### src/word_reverse_uppercase_filter_core_assert.svh
// Assertion macros for the word reverse / uppercase filter.
// Included by files that check their own logic; no other dependencies.
`ifndef WORD_REVERSE_UPPERCASE_FILTER_CORE_ASSERT_SVH
`define WORD_REVERSE_UPPERCASE_FILTER_CORE_ASSERT_SVH
`ifndef NO_ASSERTIONS
// Same-cycle implication, checked out of reset
`define WRUF_ASSERT_IMPL(label, clk, rst_n, ante, cons, msg) \
    label: assert property (@(posedge clk) disable iff (!rst_n) (ante) |-> (cons)) \
        else $error(msg);
// Next-cycle implication, checked out of reset
`define WRUF_ASSERT_NEXT(label, clk, rst_n, ante, cons, msg) \
    label: assert property (@(posedge clk) disable iff (!rst_n) (ante) |=> (cons)) \
        else $error(msg);
`else
`define WRUF_ASSERT_IMPL(label, clk, rst_n, ante, cons, msg)
`define WRUF_ASSERT_NEXT(label, clk, rst_n, ante, cons, msg)
`endif
`endif

### src/wruf_pkg.sv
// Shared types, constants and the case-mapping function of the filter.
// No dependencies.
`timescale 1ns / 1ps

package wruf_pkg;

    localparam int CHAR_W      = 8;
    localparam int COUNT_W     = 6;
    localparam int CFG_INDEX_W = 2;

    localparam logic [CHAR_W-1:0] SPACE_CODE  = 8'h20;
    localparam logic [CHAR_W-1:0] LOWER_A     = 8'h61;
    localparam logic [CHAR_W-1:0] LOWER_Z     = 8'h7A;
    localparam logic [CHAR_W-1:0] CASE_OFFSET = 8'h20;

    // Register indexes of the configuration port
    localparam logic [CFG_INDEX_W-1:0] REG_UPPER_ENABLE   = 2'd0;
    localparam logic [CFG_INDEX_W-1:0] REG_REVERSE_ENABLE = 2'd1;

    typedef struct packed {
        logic upper_enable;
        logic reverse_enable;
    } cfg_t;

    typedef struct packed {
        logic wr_en;
        logic rd_en;
    } mem_ctrl_t;

    typedef struct packed {
        logic               busy;
        logic [COUNT_W-1:0] count;
    } seq_status_t;

    typedef enum logic [3:0] {
        ST_IDLE  = 4'b0001,
        ST_READ  = 4'b0010,
        ST_LOAD  = 4'b0100,
        ST_SPACE = 4'b1000
    } seq_state_t;

    function automatic logic [CHAR_W-1:0] to_upper(input logic [CHAR_W-1:0] c);
        logic [CHAR_W-1:0] r;
        r = c;
        if (c >= LOWER_A && c <= LOWER_Z)
            r = c - CASE_OFFSET;
        return r;
    endfunction

endpackage

### src/wruf_stack_mem.sv
// Word stack storage: one write port, one read port with registered data.
// Depends on nothing; widths come from parameters.
`timescale 1ns / 1ps

module wruf_stack_mem #(
    parameter int DEPTH  = 32,
    parameter int ADDR_W = 5,
    parameter int DATA_W = 8
) (
    input  logic              clk,
    input  logic              wr_en,
    input  logic [ADDR_W-1:0] wr_addr,
    input  logic [DATA_W-1:0] wr_data,
    input  logic              rd_en,
    input  logic [ADDR_W-1:0] rd_addr,
    output logic [DATA_W-1:0] rd_data
);

    logic [DATA_W-1:0] mem [DEPTH];
    logic [DATA_W-1:0] rd_data_reg;

    // Write on push; on pop, read into a data register ahead of use
    always_ff @(posedge clk)
    begin
        if (wr_en)
            mem[wr_addr] <= wr_data;
        if (rd_en)
            rd_data_reg <= mem[rd_addr];
    end

    assign rd_data = rd_data_reg;

endmodule

### src/wruf_seq.sv
// Sequencer of the filter: push/pop control, stack count and output register.
// Depends on wruf_pkg; drives the stack memory through its ports.
`timescale 1ns / 1ps

module wruf_seq #(
    parameter int DEPTH  = 32,
    parameter int ADDR_W = 5
) (
    input  logic                              clk,
    input  logic                              rst_n,
    input  wruf_pkg::cfg_t                    cfg,
    input  logic                              in_valid,
    output logic                              in_ready,
    input  logic [wruf_pkg::CHAR_W-1:0]       in_char,
    input  logic                              end_of_stream,
    output logic                              out_valid,
    input  logic                              out_ready,
    output logic [wruf_pkg::CHAR_W-1:0]       out_char,
    output logic                              last_of_run,
    output wruf_pkg::mem_ctrl_t               mem_ctrl,
    output logic [ADDR_W-1:0]                 wr_addr,
    output logic [wruf_pkg::CHAR_W-1:0]       wr_data,
    output logic [ADDR_W-1:0]                 rd_addr,
    input  logic [wruf_pkg::CHAR_W-1:0]       rd_data,
    output wruf_pkg::seq_status_t             status
);

    import wruf_pkg::*;

    localparam logic [COUNT_W-1:0] DEPTH_C = COUNT_W'(DEPTH);

    seq_state_t         state_reg,       state_next;
    logic [COUNT_W-1:0] count_reg,       count_next;
    logic               flush_space_reg, flush_space_next;
    logic               out_valid_reg,   out_valid_next;
    logic [CHAR_W-1:0]  out_char_reg,    out_char_next;
    logic               out_last_reg,    out_last_next;

    logic               slot_free;
    logic [COUNT_W-1:0] count_dec;
    logic [CHAR_W-1:0]  mapped_char;

    assign slot_free   = !out_valid_reg || out_ready;
    assign count_dec   = count_reg - COUNT_W'(1);
    assign mapped_char = cfg.upper_enable ? to_upper(in_char) : in_char;
    assign in_ready    = (state_reg == ST_IDLE) && slot_free;

    // Decide the next step of push, pop and emit
    always_comb
    begin
        state_next       = state_reg;
        count_next       = count_reg;
        flush_space_next = flush_space_reg;
        out_valid_next   = out_valid_reg && !out_ready;
        out_char_next    = out_char_reg;
        out_last_next    = out_last_reg;
        mem_ctrl         = '0;
        wr_addr          = count_reg[ADDR_W-1:0];
        wr_data          = mapped_char;
        rd_addr          = count_dec[ADDR_W-1:0];

        unique case (state_reg)
            ST_IDLE:
            begin
                if (in_valid && in_ready)
                begin
                    if (end_of_stream)
                    begin
                        if (count_reg != '0)
                        begin
                            flush_space_next = 1'b0;
                            state_next       = ST_READ;
                        end
                    end
                    else if (in_char == SPACE_CODE)
                    begin
                        if (count_reg != '0)
                        begin
                            flush_space_next = 1'b1;
                            state_next       = ST_READ;
                        end
                        else
                        begin
                            out_valid_next = 1'b1;
                            out_char_next  = SPACE_CODE;
                            out_last_next  = 1'b1;
                        end
                    end
                    else if (cfg.reverse_enable)
                    begin
                        // Push, drop once the stack is full
                        if (count_reg < DEPTH_C)
                        begin
                            mem_ctrl.wr_en = 1'b1;
                            count_next     = count_reg + COUNT_W'(1);
                        end
                    end
                    else
                    begin
                        out_valid_next = 1'b1;
                        out_char_next  = mapped_char;
                        out_last_next  = 1'b1;
                    end
                end
            end
            ST_READ:
            begin
                // Fetch the top of the stack
                mem_ctrl.rd_en = 1'b1;
                count_next     = count_dec;
                state_next     = ST_LOAD;
            end
            ST_LOAD:
            begin
                if (slot_free)
                begin
                    out_valid_next = 1'b1;
                    out_char_next  = rd_data;
                    out_last_next  = (count_reg == '0) && !flush_space_reg;
                    if (count_reg != '0)
                        state_next = ST_READ;
                    else if (flush_space_reg)
                        state_next = ST_SPACE;
                    else
                        state_next = ST_IDLE;
                end
            end
            ST_SPACE:
            begin
                if (slot_free)
                begin
                    out_valid_next = 1'b1;
                    out_char_next  = SPACE_CODE;
                    out_last_next  = 1'b1;
                    state_next     = ST_IDLE;
                end
            end
            default:
            begin
                state_next = ST_IDLE;
            end
        endcase
    end

    // Control state
    always_ff @(posedge clk or negedge rst_n)
    begin
        if (!rst_n)
        begin
            state_reg       <= ST_IDLE;
            count_reg       <= '0;
            flush_space_reg <= 1'b0;
            out_valid_reg   <= 1'b0;
        end
        else
        begin
            state_reg       <= state_next;
            count_reg       <= count_next;
            flush_space_reg <= flush_space_next;
            out_valid_reg   <= out_valid_next;
        end
    end

    // Output word payload
    always_ff @(posedge clk)
    begin
        out_char_reg <= out_char_next;
        out_last_reg <= out_last_next;
    end

    assign out_valid    = out_valid_reg;
    assign out_char     = out_char_reg;
    assign last_of_run  = out_last_reg;
    assign status.busy  = (state_reg != ST_IDLE);
    assign status.count = count_reg;

endmodule

### src/word_reverse_uppercase_filter_core.sv
// Top level of the word reverse / uppercase filter: configuration registers,
// sequencer and stack memory. Depends on wruf_pkg, wruf_seq, wruf_stack_mem.
`timescale 1ns / 1ps

// Text filter taking one byte word per handshake. A byte that passes through
// or is pushed onto the word stack is taken while the sequencer is idle, so
// such words can be accepted back to back while the output keeps up. A space
// or end of stream with bytes pending starts a pop, in which each popped byte
// costs a read of the stack memory and then a load of the output register;
// a space is output after its word. No input is taken while a word is being
// popped. The stack memory needs no clearing pass after reset. Configuration
// registers: index 0 upper_enable, index 1 reverse_enable; other indexes are
// ignored and writes are always taken.

`include "word_reverse_uppercase_filter_core_assert.svh"

module word_reverse_uppercase_filter_core #(
    parameter int WORD_DEPTH = 32
) (
    input  logic                              clk,
    input  logic                              rst_n,
    input  logic                              cfg_valid,
    output logic                              cfg_ready,
    input  logic [wruf_pkg::CFG_INDEX_W-1:0]  cfg_index,
    input  logic                              cfg_data,
    input  logic                              in_valid,
    output logic                              in_ready,
    input  logic [wruf_pkg::CHAR_W-1:0]       in_char,
    input  logic                              end_of_stream,
    output logic                              out_valid,
    input  logic                              out_ready,
    output logic [wruf_pkg::CHAR_W-1:0]       out_char,
    output logic                              last_of_run
);

    import wruf_pkg::*;

    localparam int ADDR_W = (WORD_DEPTH > 1) ? $clog2(WORD_DEPTH) : 1;

    logic        upper_enable_reg,   upper_enable_next;
    logic        reverse_enable_reg, reverse_enable_next;
    cfg_t        cfg;
    mem_ctrl_t   mem_ctrl;
    seq_status_t status;

    logic [ADDR_W-1:0] wr_addr;
    logic [ADDR_W-1:0] rd_addr;
    logic [CHAR_W-1:0] wr_data;
    logic [CHAR_W-1:0] rd_data;

    assign cfg_ready = 1'b1;

    // Decode configuration writes
    always_comb
    begin
        upper_enable_next   = upper_enable_reg;
        reverse_enable_next = reverse_enable_reg;
        if (cfg_valid && cfg_ready)
        begin
            unique case (cfg_index)
                REG_UPPER_ENABLE:   upper_enable_next   = cfg_data;
                REG_REVERSE_ENABLE: reverse_enable_next = cfg_data;
                default:            ;
            endcase
        end
    end

    always_ff @(posedge clk or negedge rst_n)
    begin
        if (!rst_n)
        begin
            upper_enable_reg   <= 1'b0;
            reverse_enable_reg <= 1'b0;
        end
        else
        begin
            upper_enable_reg   <= upper_enable_next;
            reverse_enable_reg <= reverse_enable_next;
        end
    end

    assign cfg.upper_enable   = upper_enable_reg;
    assign cfg.reverse_enable = reverse_enable_reg;

    wruf_seq #(
        .DEPTH  (WORD_DEPTH),
        .ADDR_W (ADDR_W)
    ) u_seq (
        .clk           (clk),
        .rst_n         (rst_n),
        .cfg           (cfg),
        .in_valid      (in_valid),
        .in_ready      (in_ready),
        .in_char       (in_char),
        .end_of_stream (end_of_stream),
        .out_valid     (out_valid),
        .out_ready     (out_ready),
        .out_char      (out_char),
        .last_of_run   (last_of_run),
        .mem_ctrl      (mem_ctrl),
        .wr_addr       (wr_addr),
        .wr_data       (wr_data),
        .rd_addr       (rd_addr),
        .rd_data       (rd_data),
        .status        (status)
    );

    wruf_stack_mem #(
        .DEPTH  (WORD_DEPTH),
        .ADDR_W (ADDR_W),
        .DATA_W (CHAR_W)
    ) u_stack_mem (
        .clk     (clk),
        .wr_en   (mem_ctrl.wr_en),
        .wr_addr (wr_addr),
        .wr_data (wr_data),
        .rd_en   (mem_ctrl.rd_en),
        .rd_addr (rd_addr),
        .rd_data (rd_data)
    );

    // Stack count never passes the configured depth
    `WRUF_ASSERT_IMPL(a_count_bound, clk, rst_n, 1'b1,
        status.count <= COUNT_W'(WORD_DEPTH), "word count beyond stack depth")
    // End of stream leaves nothing pending once input is taken again
    `WRUF_ASSERT_NEXT(a_eos_flush, clk, rst_n, in_valid && in_ready && end_of_stream,
        !in_ready || (status.count == '0), "pending word not flushed at end of stream")
    // A straight-through byte with nothing pending appears next cycle as a last word
    `WRUF_ASSERT_NEXT(a_pass_through, clk, rst_n,
        in_valid && in_ready && !end_of_stream && (in_char != SPACE_CODE) &&
        !reverse_enable_reg && (status.count == '0),
        out_valid && last_of_run, "pass-through byte not emitted")
    // Hold the input off while a word is being popped
    `WRUF_ASSERT_IMPL(a_busy_holds_input, clk, rst_n, status.busy, !in_ready,
        "input taken while a word is being popped")

endmodule
### config.mk
export PLATFORM = sky130hd
export DESIGN_NAME = word_reverse_uppercase_filter_core
export DESIGN_NICKNAME = d
export VERILOG_FILES = /design/src/wruf_pkg.sv /design/src/wruf_stack_mem.sv /design/src/wruf_seq.sv /design/src/word_reverse_uppercase_filter_core.sv
export VERILOG_INCLUDE_DIRS = /design/src /design/src/src
export SDC_FILE = /design/constraint.sdc
export NUM_CORES = 1
export LEC_CHECK = 0
export BUFFER_PORTS_ARGS = -buffer_cell sky130_fd_sc_hd__buf_2
export CORE_MARGIN = 2
export CORE_UTILIZATION = 50
export DETAILED_ROUTE_END_ITERATION = 10
export HOLD_SLACK_MARGIN = 0.03
export MAX_ROUTING_LAYER = met4
export PLACE_DENSITY = 0.63
export SYNTH_ARGS = -nofsm -noshare
export SYNTH_HDL_FRONTEND = slang
export SYNTH_SLANG_ARGS = --single-unit
### constraint.sdc
create_clock -name clk -period 3.03 [get_ports clk]
set_input_delay 0.909 -clock clk [delete_from_list [all_inputs] [get_ports clk]]
set_output_delay 0.909 -clock clk [all_outputs]
set_load 0.02 [all_outputs]
Word-level counts from Yosys, hierarchy flattened
Memory sizes are Yosys's and may differ from the RTL's. A register that Yosys moved wholly into a read port is not among the register bits.
Cells that the tools add are included.
Widths: inputs -> output; s select.
{ "totals": {"ff_bits": 23, "mem_bits_rw": 256, "inputBits": 17, "word_cells": 106, "memories": 1} }
{ "classes": {"n_addsub": 3, "magnitude_cmp": 3, "n_eq_ne": 16, "n_mux": 53, "reduce_logical": 22} }
{ "mem_list": {"columns": ["name", "depth", "word_bits", "rd", "rd_ports_with_merged_regs", "wr", "line", "text"], "rows": [
  ["u_stack_mem.mem", 32, 8, 1, 1, 1, "wruf_stack_mem.sv:19", "logic [DATA_W-1:0] mem [DEPTH];"]
]} }
{ "ops": {"columns": ["operator", "count"], "rows": [
  ["$mux 8", 9],
  ["$mux 4", 8],
  ["$mux 6", 5],
  ["$mux 1", 26],
  ["$pmux 8 s3", 1],
  ["$pmux 4 s4", 1],
  ["$pmux 6 s2", 1],
  ["$ne 2x2->1 const B", 5],
  ["$ne 3x3->1 const B", 3],
  ["$eq 8x6->1 const B", 1],
  ["$ge 8x7->1 const B", 1],
  ["$le 8x7->1 const B", 1],
  ["$reduce_and 4->1", 2],
  ["$sub 8x6->8 const B", 1],
  ["$reduce_and 7->1", 1],
  ["$add 6x1->6 const B", 1],
  ["$logic_not 6->1", 1],
  ["$lt 6x6->1 const B", 1],
  ["$reduce_and 6->1", 1],
  ["$reduce_bool 6->1", 1],
  ["$sub 6x1->6 const B", 1],
  ["$logic_and 1x1->1", 5],
  ["$eq 4x1->1 const B", 1],
  ["$eq 4x2->1 const B", 1],
  ["other kinds (13)", 18]
]} }

Depth between registers and ports, before layout
Gate-level depths: netlist of run 1.
{ "depth": {"depth_word": 9, "depth_mapped": 11} }

Cells and area by module
A second synthesis of run 1 with hierarchy kept.
{ "unflattened": {"cells_unflattened": 560, "area_unflattened_um2": 11611.1} }
{ "modules_own_cells": {"columns": ["mod", "n_inst", "cells_each", "area_per_inst_um2"], "rows": [
  ["wruf_stack_mem", 1, 417, 10133.5],
  ["wruf_seq", 1, 135, 1370.1],
  ["word_reverse_uppercase_filter_core", 1, 8, 107.6]
]} }

Worst setup path after synthesis of run 1
OpenSTA, ideal clock, no wires.
{ "synth_timing": {"kind": "input to register", "start": "input port in_char[4] (netlist bit)", "end": "register u_seq.out_char_reg[6], in the netlist u_seq.out_char[6], data pin", "setup_ps": 138, "arrival_time_ps": 2878, "required_ps": 2892, "slack_ps": 14, "cell_stages": 5, "path_cell_list": "or3_1 -> nor3_1 -> a311oi_1 -> mux2i_1 -> a32o_1"} }
{ "synth_between": {"elab_chain_cells": 9, "elab_cells_between_ends": 12, "cone_classes": "add/sub (1); order compare (2); eq/ne (1); mux (7); reduce/logical (1)"} }
{ "synth_rtl": {"columns": ["element", "line", "text"], "rows": [
  ["start, declared", "word_reverse_uppercase_filter_core.sv:28", "input logic [wruf_pkg::CHAR_W-1:0] in_char,"],
  ["$ge 8x7->1 / $le 8x7->1 (equally long branches)", "wruf_pkg.sv:45", "if (c >= LOWER_A && c <= LOWER_Z)"],
  ["$logic_and 1x1->1", "wruf_pkg.sv:45", null],
  ["$mux 8 (*)", "wruf_pkg.sv:45", null],
  ["$mux 8 (*)", "wruf_seq.sv:45", "assign mapped_char = cfg.upper_enable ? to_upper(in_char) : in_char;"],
  ["named net u_seq.wr_data, one bit", "wruf_seq.sv:22", "output logic [wruf_pkg::CHAR_W-1:0] wr_data,"],
  ["$mux 8 (*)", "wruf_seq.sv:89", "else if (cfg.reverse_enable)"],
  ["$mux 8 (*)", "wruf_seq.sv:75", "else if (in_char == SPACE_CODE)"],
  ["$mux 8 (*)", "wruf_seq.sv:67", "if (end_of_stream)"],
  ["$mux 8 (*)", "wruf_seq.sv:65", "if (in_valid && in_ready)"],
  ["$pmux 8 s3 (*)", "wruf_seq.sv:62", "unique case (state_reg)"],
  ["named net u_seq.out_char_next[6]", "wruf_seq.sv:36", "logic [CHAR_W-1:0] out_char_reg, out_char_next;"],
  ["end signal, assigned", "wruf_seq.sv:167", "out_char_reg <= out_char_next;"],
  ["end, declared", "wruf_seq.sv:36", null]
]} }
The timed path passes the listed nets; every way through them passes the cells marked *. The select of a mux whose other input is x is not followed.
A chain may end at the register's enable or synchronous reset.

Worst setup path after layout of run 1
{ "layout_timing": {"start": "register u_seq.state_reg[0]", "end": "output port in_ready"} }
{ "layout_between": {"elab_chain_cells": 2} }
{ "layout_rtl": {"columns": ["element", "line", "text"], "rows": [
  ["start, declared", "wruf_seq.sv:32", "seq_state_t state_reg, state_next;"],
  ["start signal, assigned", "wruf_seq.sv:157", "state_reg <= state_next;"],
  ["$eq 4x1->1", "wruf_seq.sv:46", "assign in_ready = (state_reg == ST_IDLE) && slot_free;"],
  ["$logic_and 1x1->1", "wruf_seq.sv:46", null],
  ["end, declared", "word_reverse_uppercase_filter_core.sv:27", "output logic in_ready,"]
]} }
No other way between the ends.

==> metrics.txt, run 1 <==
status finished clean; max cap viols 0; Pins Over Slew Limit 0; H-tree depth 1; RSZ-0062 raised after global routing no; Tmin final around 2.7 ns; # rows 55; Final ANT Viol Nets 0; Syn Inst Count roughly 600; Worst Path Arrival 1.80 ns; Synth Area per Inst a little under 20 µm²; Synth async-reset ratio under 10%; most common cell after layout, fill and taps aside edfxtp_1; vias 5,854; reg2reg path depth 7; worst hold path type primary input to asynchronous set/reset pin; Die Y 157 µm; most frequent cells in the layout edfxtp_1, mux4_2, nor2_1, nand2_1, buf_4; Initial Utilization approximately half; CTS Buf Count 28; routed wire length between 20 and 25 mm; synthesis warning total 0; core area 22,800 µm²; width of the die 157 µm; Final setup viols 0; post-CTS setup repair buffer count 0; Area Growth Syn to Fin 13.5%; crit end category primary output; normalized max-slew margin a little over two fifths; Total Routing Usage GR a little over a fifth; CTS root buffer clkbuf_16; clock sink count 287; crit share post-route 89.4%; vias per inst about 5.9; TNS Setup 0 ns; Port Buffers 27; initial antenna violation count 0; Max Fanout on Critical Path 4; max FFs per register between 200 and 300; Worst-Skew Late Latency 0.55 ns; final setup margin between 0.3 and 0.4 ns; Worst Skew 0.0221 ns; syn nets just over 600; CP startpoint kind flip-flop; ant diodes 0; pwr/cell area between 900 and 1000 nW/µm²; flop2flop setup slack 0.33 ns; I/O Pins 29; # resized after CTS 0; first-pass GRT wire length 37.4 mm; vias in the first global route approximately 6,000; post-synthesis sequential area ratio between 70 and 80%; FF-to-FF End u_stack_mem.rd_data[3]$_DFFE_PP_; CTS Buffer Depth 3; final hold vios 0; pre-CTS setup slack -0.0598 ns; Final GP Congestion 0.917; DRT Pass-1 Iters 4; overall power around 12 mW; CTS tree done; Post-synth EDFFs about 270; global route overflow 0; Seq cells post-synth 287; DP HPWL around 16 mm; largest net degree at the start of global routing 71; share of cells above drive strength 1 27.9%; drt first-iter violations roughly 530; CP required between 2 and 2.5 ns; Netlist cell types 62; ys flop type edfxtp_1; DRC errors left 0; Reg clk slew, reported paths about 0.070 ns; Setup Crit Path Kind flip-flop to primary output; Peak Freq 369 MHz; per-cell routed wire length 25.0 µm; Worst R2R Start u_seq.count_reg[1]$_DFFE_PN0P_; leakage around 4.4 nW; worst vdd ir around 600 µV; Cell Area, Synth around 12,000 µm²; fin nets approximately 690; die area between 20,000 and 25,000 µm²; post-cts hold buffer count 0; worst slew pin tran 0.856 ns
cell type report:
type / instances / area, µm²
multi-input cells: 274 / 2940
fillers: 1630 / 9510
well taps: 313 / 392
repair buffers: 63 / 443
inverters: 9 / 38.8
clock buffers: 30 / 729
flip-flops and latches: 287 / 8550
clock inverters: 21 / 175
cells by family (layout without fill, tap and decap cells):
kind of cell	Yosys count	in the layout	share of synthesized area [%]
DFF	287	287	73.2
and+or+nand+nor	115	115	4.97
muxes	92	92	14.8
AOI/OAI and AO/OA	52	52	3.79
buffers and inverters	37	123	1.85
adders and majority gates	7	7	0.749
xor gates and xnor gates	7	7	0.685
other	1	1	0.0321
power breakdown:
part / internal [mW] / leakage, nW / switching (mW) / total [mW]
clock: 1.98 / 0.447 / 1.43 / 3.41
combinational: 1.81 / 1.29 / 2.20 / 4.01
sequential: 4.51 / 2.62 / 0.149 / 4.66
critical path: stages, from the launching register on:
cell and delay, ns:
dfstp_2 0.55, nor4b_2 0.23, buf_4 0.17, and2_1 0.14, buf_2 0.17
worst max path at each step:
stage	start	end	slack, ns
2_1_floorplan	in_char[4]	u_seq.out_char[6]$_DFFE_PP_	0.01
3_3_place_gp	in_char[6]	u_stack_mem.mem[17][0]$_DFFE_PP_	-0.002
3_5_place_dp	in_char[6]	u_stack_mem.mem[1][5]$_DFFE_PP_	-0.06
4_1_cts	u_seq.state_reg[0]$_DFFE_PN1P_	in_ready	0.30
5_1_grt	u_seq.count_reg[1]$_DFFE_PN0P_	u_stack_mem.rd_data[6]$_DFFE_PP_	0.19
6_report	u_seq.state_reg[0]$_DFFE_PN1P_	in_ready	0.32
through the flow:
step | instances | hold WS, ns | instance area (µm²) | utilization (%)
2_1_floorplan | 598 | 0.466 | 11700 | -
3_3_place_gp | 946 | 0.489 | 12400 | 54.3
4_1_cts | 997 | 0.248 | 13300 | 58.3
5_1_grt | 997 | 0.274 | 13300 | 58.3
3_5_place_dp | 946 | 0.495 | 12400 | 54.3
6_report | 997 | 0.261 | 13300 | 58.3
synth_stat cells, drive strengths merged, types with 3 or more instances:
library cell | n | area share [%]
edfxtp | 273 | 70
a21oi | 4 | 0.17
o32ai | 3 | 0.45
nand3 | 6 | 0.26
a22o | 5 | 0.37
mux2i | 25 | 2.1
dfrtp | 13 | 2.8
buf | 26 | 1.5
ha | 7 | 0.75
xor2 | 4 | 0.46
nand2 | 34 | 1.1
or3 | 3 | 0.16
nor2b | 4 | 0.21
nand3b | 3 | 0.30
mux2 | 3 | 0.29
inv | 8 | 0.26
a32o | 10 | 0.86
xnor2 | 3 | 0.22
o21ai | 9 | 0.42
nor3 | 4 | 0.26
a221oi | 9 | 0.67
mux4 | 64 | 12
nor2 | 44 | 1.4
routing by layer:
| layer | global-route usage, % | vias up | routed length [µm] |
|---|---|---|---|
| li1 | - | 2575 | - |
| met1 | 31.5 | 3037 | 11500 |
| met2 | 31.7 | 194 | 11300 |
| met3 | 3.38 | 48 | 1400 |
| met4 | 6.38 | 0 | 709 |
| met5 | - | - | 0 |
Power figures use the tool's default switching activity.
==> run 2: changes to the inputs <==
Settings changed: REMOVE_ABC_BUFFERS set to 1.
==> run 2 against run 1 <==
Effect of this change:
- non-clock buffer count increased by 3
- setup slack got worse by 0.12 ns
- critical path depth shrank 1
==> metrics.txt, run 2 (same netlist as run 1, synthesis figures left out) <==
first-pass GRT wire length 37.3 mm; ant diodes 0; Port Buffers 27; final hold vios 0; core area between 20,000 and 25,000 µm²; I/O Pins 29; crit share post-route 93.5%; CTS root buffer clkbuf_16; switching part of the total 31.3%; Final Hold Slack approximately 0.27 ns; Setup Crit Path Kind flip-flop to primary output; worst vdd ir 523 µV; DP HPWL between 15 and 20 mm; Area Growth Syn to Fin 13.8%; CP startpoint kind flip-flop; worst slew pin tran around 0.89 ns; Cell Int Power roughly 8.4 mW; largest net degree at the start of global routing 71; most common cell after layout, fill and taps aside edfxtp_1; post-CTS setup repair buffer count 0; dpl cell area between 10,000 and 15,000 µm²; clock sink count roughly 290; # rows 55; fin nets ~700; Worst-Skew Late Latency between 0.5 and 0.6 ns; Comb power frac about a third; Max Fanout on Critical Path 5; pre-CTS setup slack -0.168 ns; leakage around 4.4 nW; final setup margin around 0.20 ns; DRC errors left 0; Final GP Congestion between 0.9 and 1; vias just under 6,000; flop2flop setup slack roughly 0.27 ns; max FFs per register between 200 and 300; routed wire length 24.5 mm; Worst Skew about 0.01 ns; global route overflow 0; crit end category primary output; max cap viols 0; DRT Pass-1 Iters 5; # resized after CTS 0; drt first-iter violations 586; normalized max-slew margin 40.7%; width of the die approximately 160 µm; Peak Freq about 350 MHz; Final setup viols 0; status finished clean; pwr/cell area 914 nW/µm²; Pins Over Slew Limit 0; Switching Power between 3 and 4 mW; Worst Path Arrival 1.92 ns; vias in the first global route 6,027; CTS Buffer Depth 3; CTS tree done; die area 24,600 µm²; RSZ-0062 raised after global routing no; Initial Utilization approximately half; Reg clk slew, reported paths ~0.070 ns; initial antenna violation count 0; per-cell routed wire length 24.5 µm; Total Routing Usage GR a little over a fifth; CP required between 2 and 2.5 ns; post-cts hold buffer count 0; fin area about 13,000 µm²; clock group share of total power about 28%; Die Y approximately 160 µm; Final ANT Viol Nets 0; worst hold path type primary input to asynchronous set/reset pin; CTS Buf Count 28; Tmin final approximately 2.8 ns; most frequent cells in the layout edfxtp_1, mux4_2, nor2_1, buf_4, nand2_1; Finished Core Util 58.4%; H-tree depth 1; vias per inst 5.89; share of cells above drive strength 1 approximately 28%; Seq pwr share roughly 38%
==> run 2: cell types whose count changed in the layout (fill, tap and decap cells not counted) <==
cell	delta
clkinv_2	-7
clkinvlp_4	+2
buf_4	+3
clkinv_1	-1
clkbuf_1	+2
inv_6	+2
inv_8	+1
==> run 2: path summary, 6_finish.rpt <==
check,start,endpoint,cells after the start
setup reg to reg,u_seq.state_reg[0]$_DFFE_PN1P_,u_stack_mem.mem[28][5]$_DFFE_PP_,6
hold / removal,rst_n,u_seq.flush_space_reg$_DFFE_PN0P_,1
hold reg to reg,u_seq.state_reg[1]$_DFFE_PN0P_,u_seq.state_reg[3]$_DFFE_PN0P_,1
setup / recovery,u_seq.state_reg[0]$_DFFE_PN1P_,in_ready,3
max in group asynchronous,rst_n,u_seq.state_reg[0]$_DFFE_PN1P_,1
min in group clk,u_seq.state_reg[1]$_DFFE_PN0P_,u_seq.state_reg[3]$_DFFE_PN0P_,1
==> run 2: cell type report <==
class | count | area (µm²)
Clock inverter | 18 | 180
Tap cell | 313 | 392
Fill cell | 1646 | 9470
Clock buffer | 32 | 737
Multi-Input combinational cell | 274 | 2940
Inverter | 9 | 38.8
Timing Repair Buffer | 66 | 465
Sequential cell | 287 | 8550
==> run 2: worst max-delay path: stages (launching register included) <==
cell and delay [ns]:
dfstp_2 0.55, nor4b_2 0.46, and2_1 0.22, buf_2 0.17
==> run 2: power groups by stage <==
stage	clock network, mW	registers [mW]	logic (mW)
after CTS	3.50	4.62	4.13
after global placement	0	4.70	4.10
after global routing	3.67	4.64	4.40
final	3.44	4.62	4.09
after floorplan	0	4.90	2.73
after detailed placement	0	4.71	4.12
==> run 2: per-layer routing <==
layer  up-vias  GRT usage [%]  wire length, µm
met5         -              -                0
met4         0           5.64              534
met3        34           2.96             1180
met2       158           32.3            11600
met1      3110           31.0            11200
li1       2584              -                -
==> run 2: through the flow <==
step                TNS (ns)  cells  power, mW
floorplan            -295.11    570       7.64
global placement       -2.25    949       8.80
detailed placement    -18.44    949       8.83
CTS                        0    999       12.3
global route               0    999       12.7
finish                     0    999       12.2
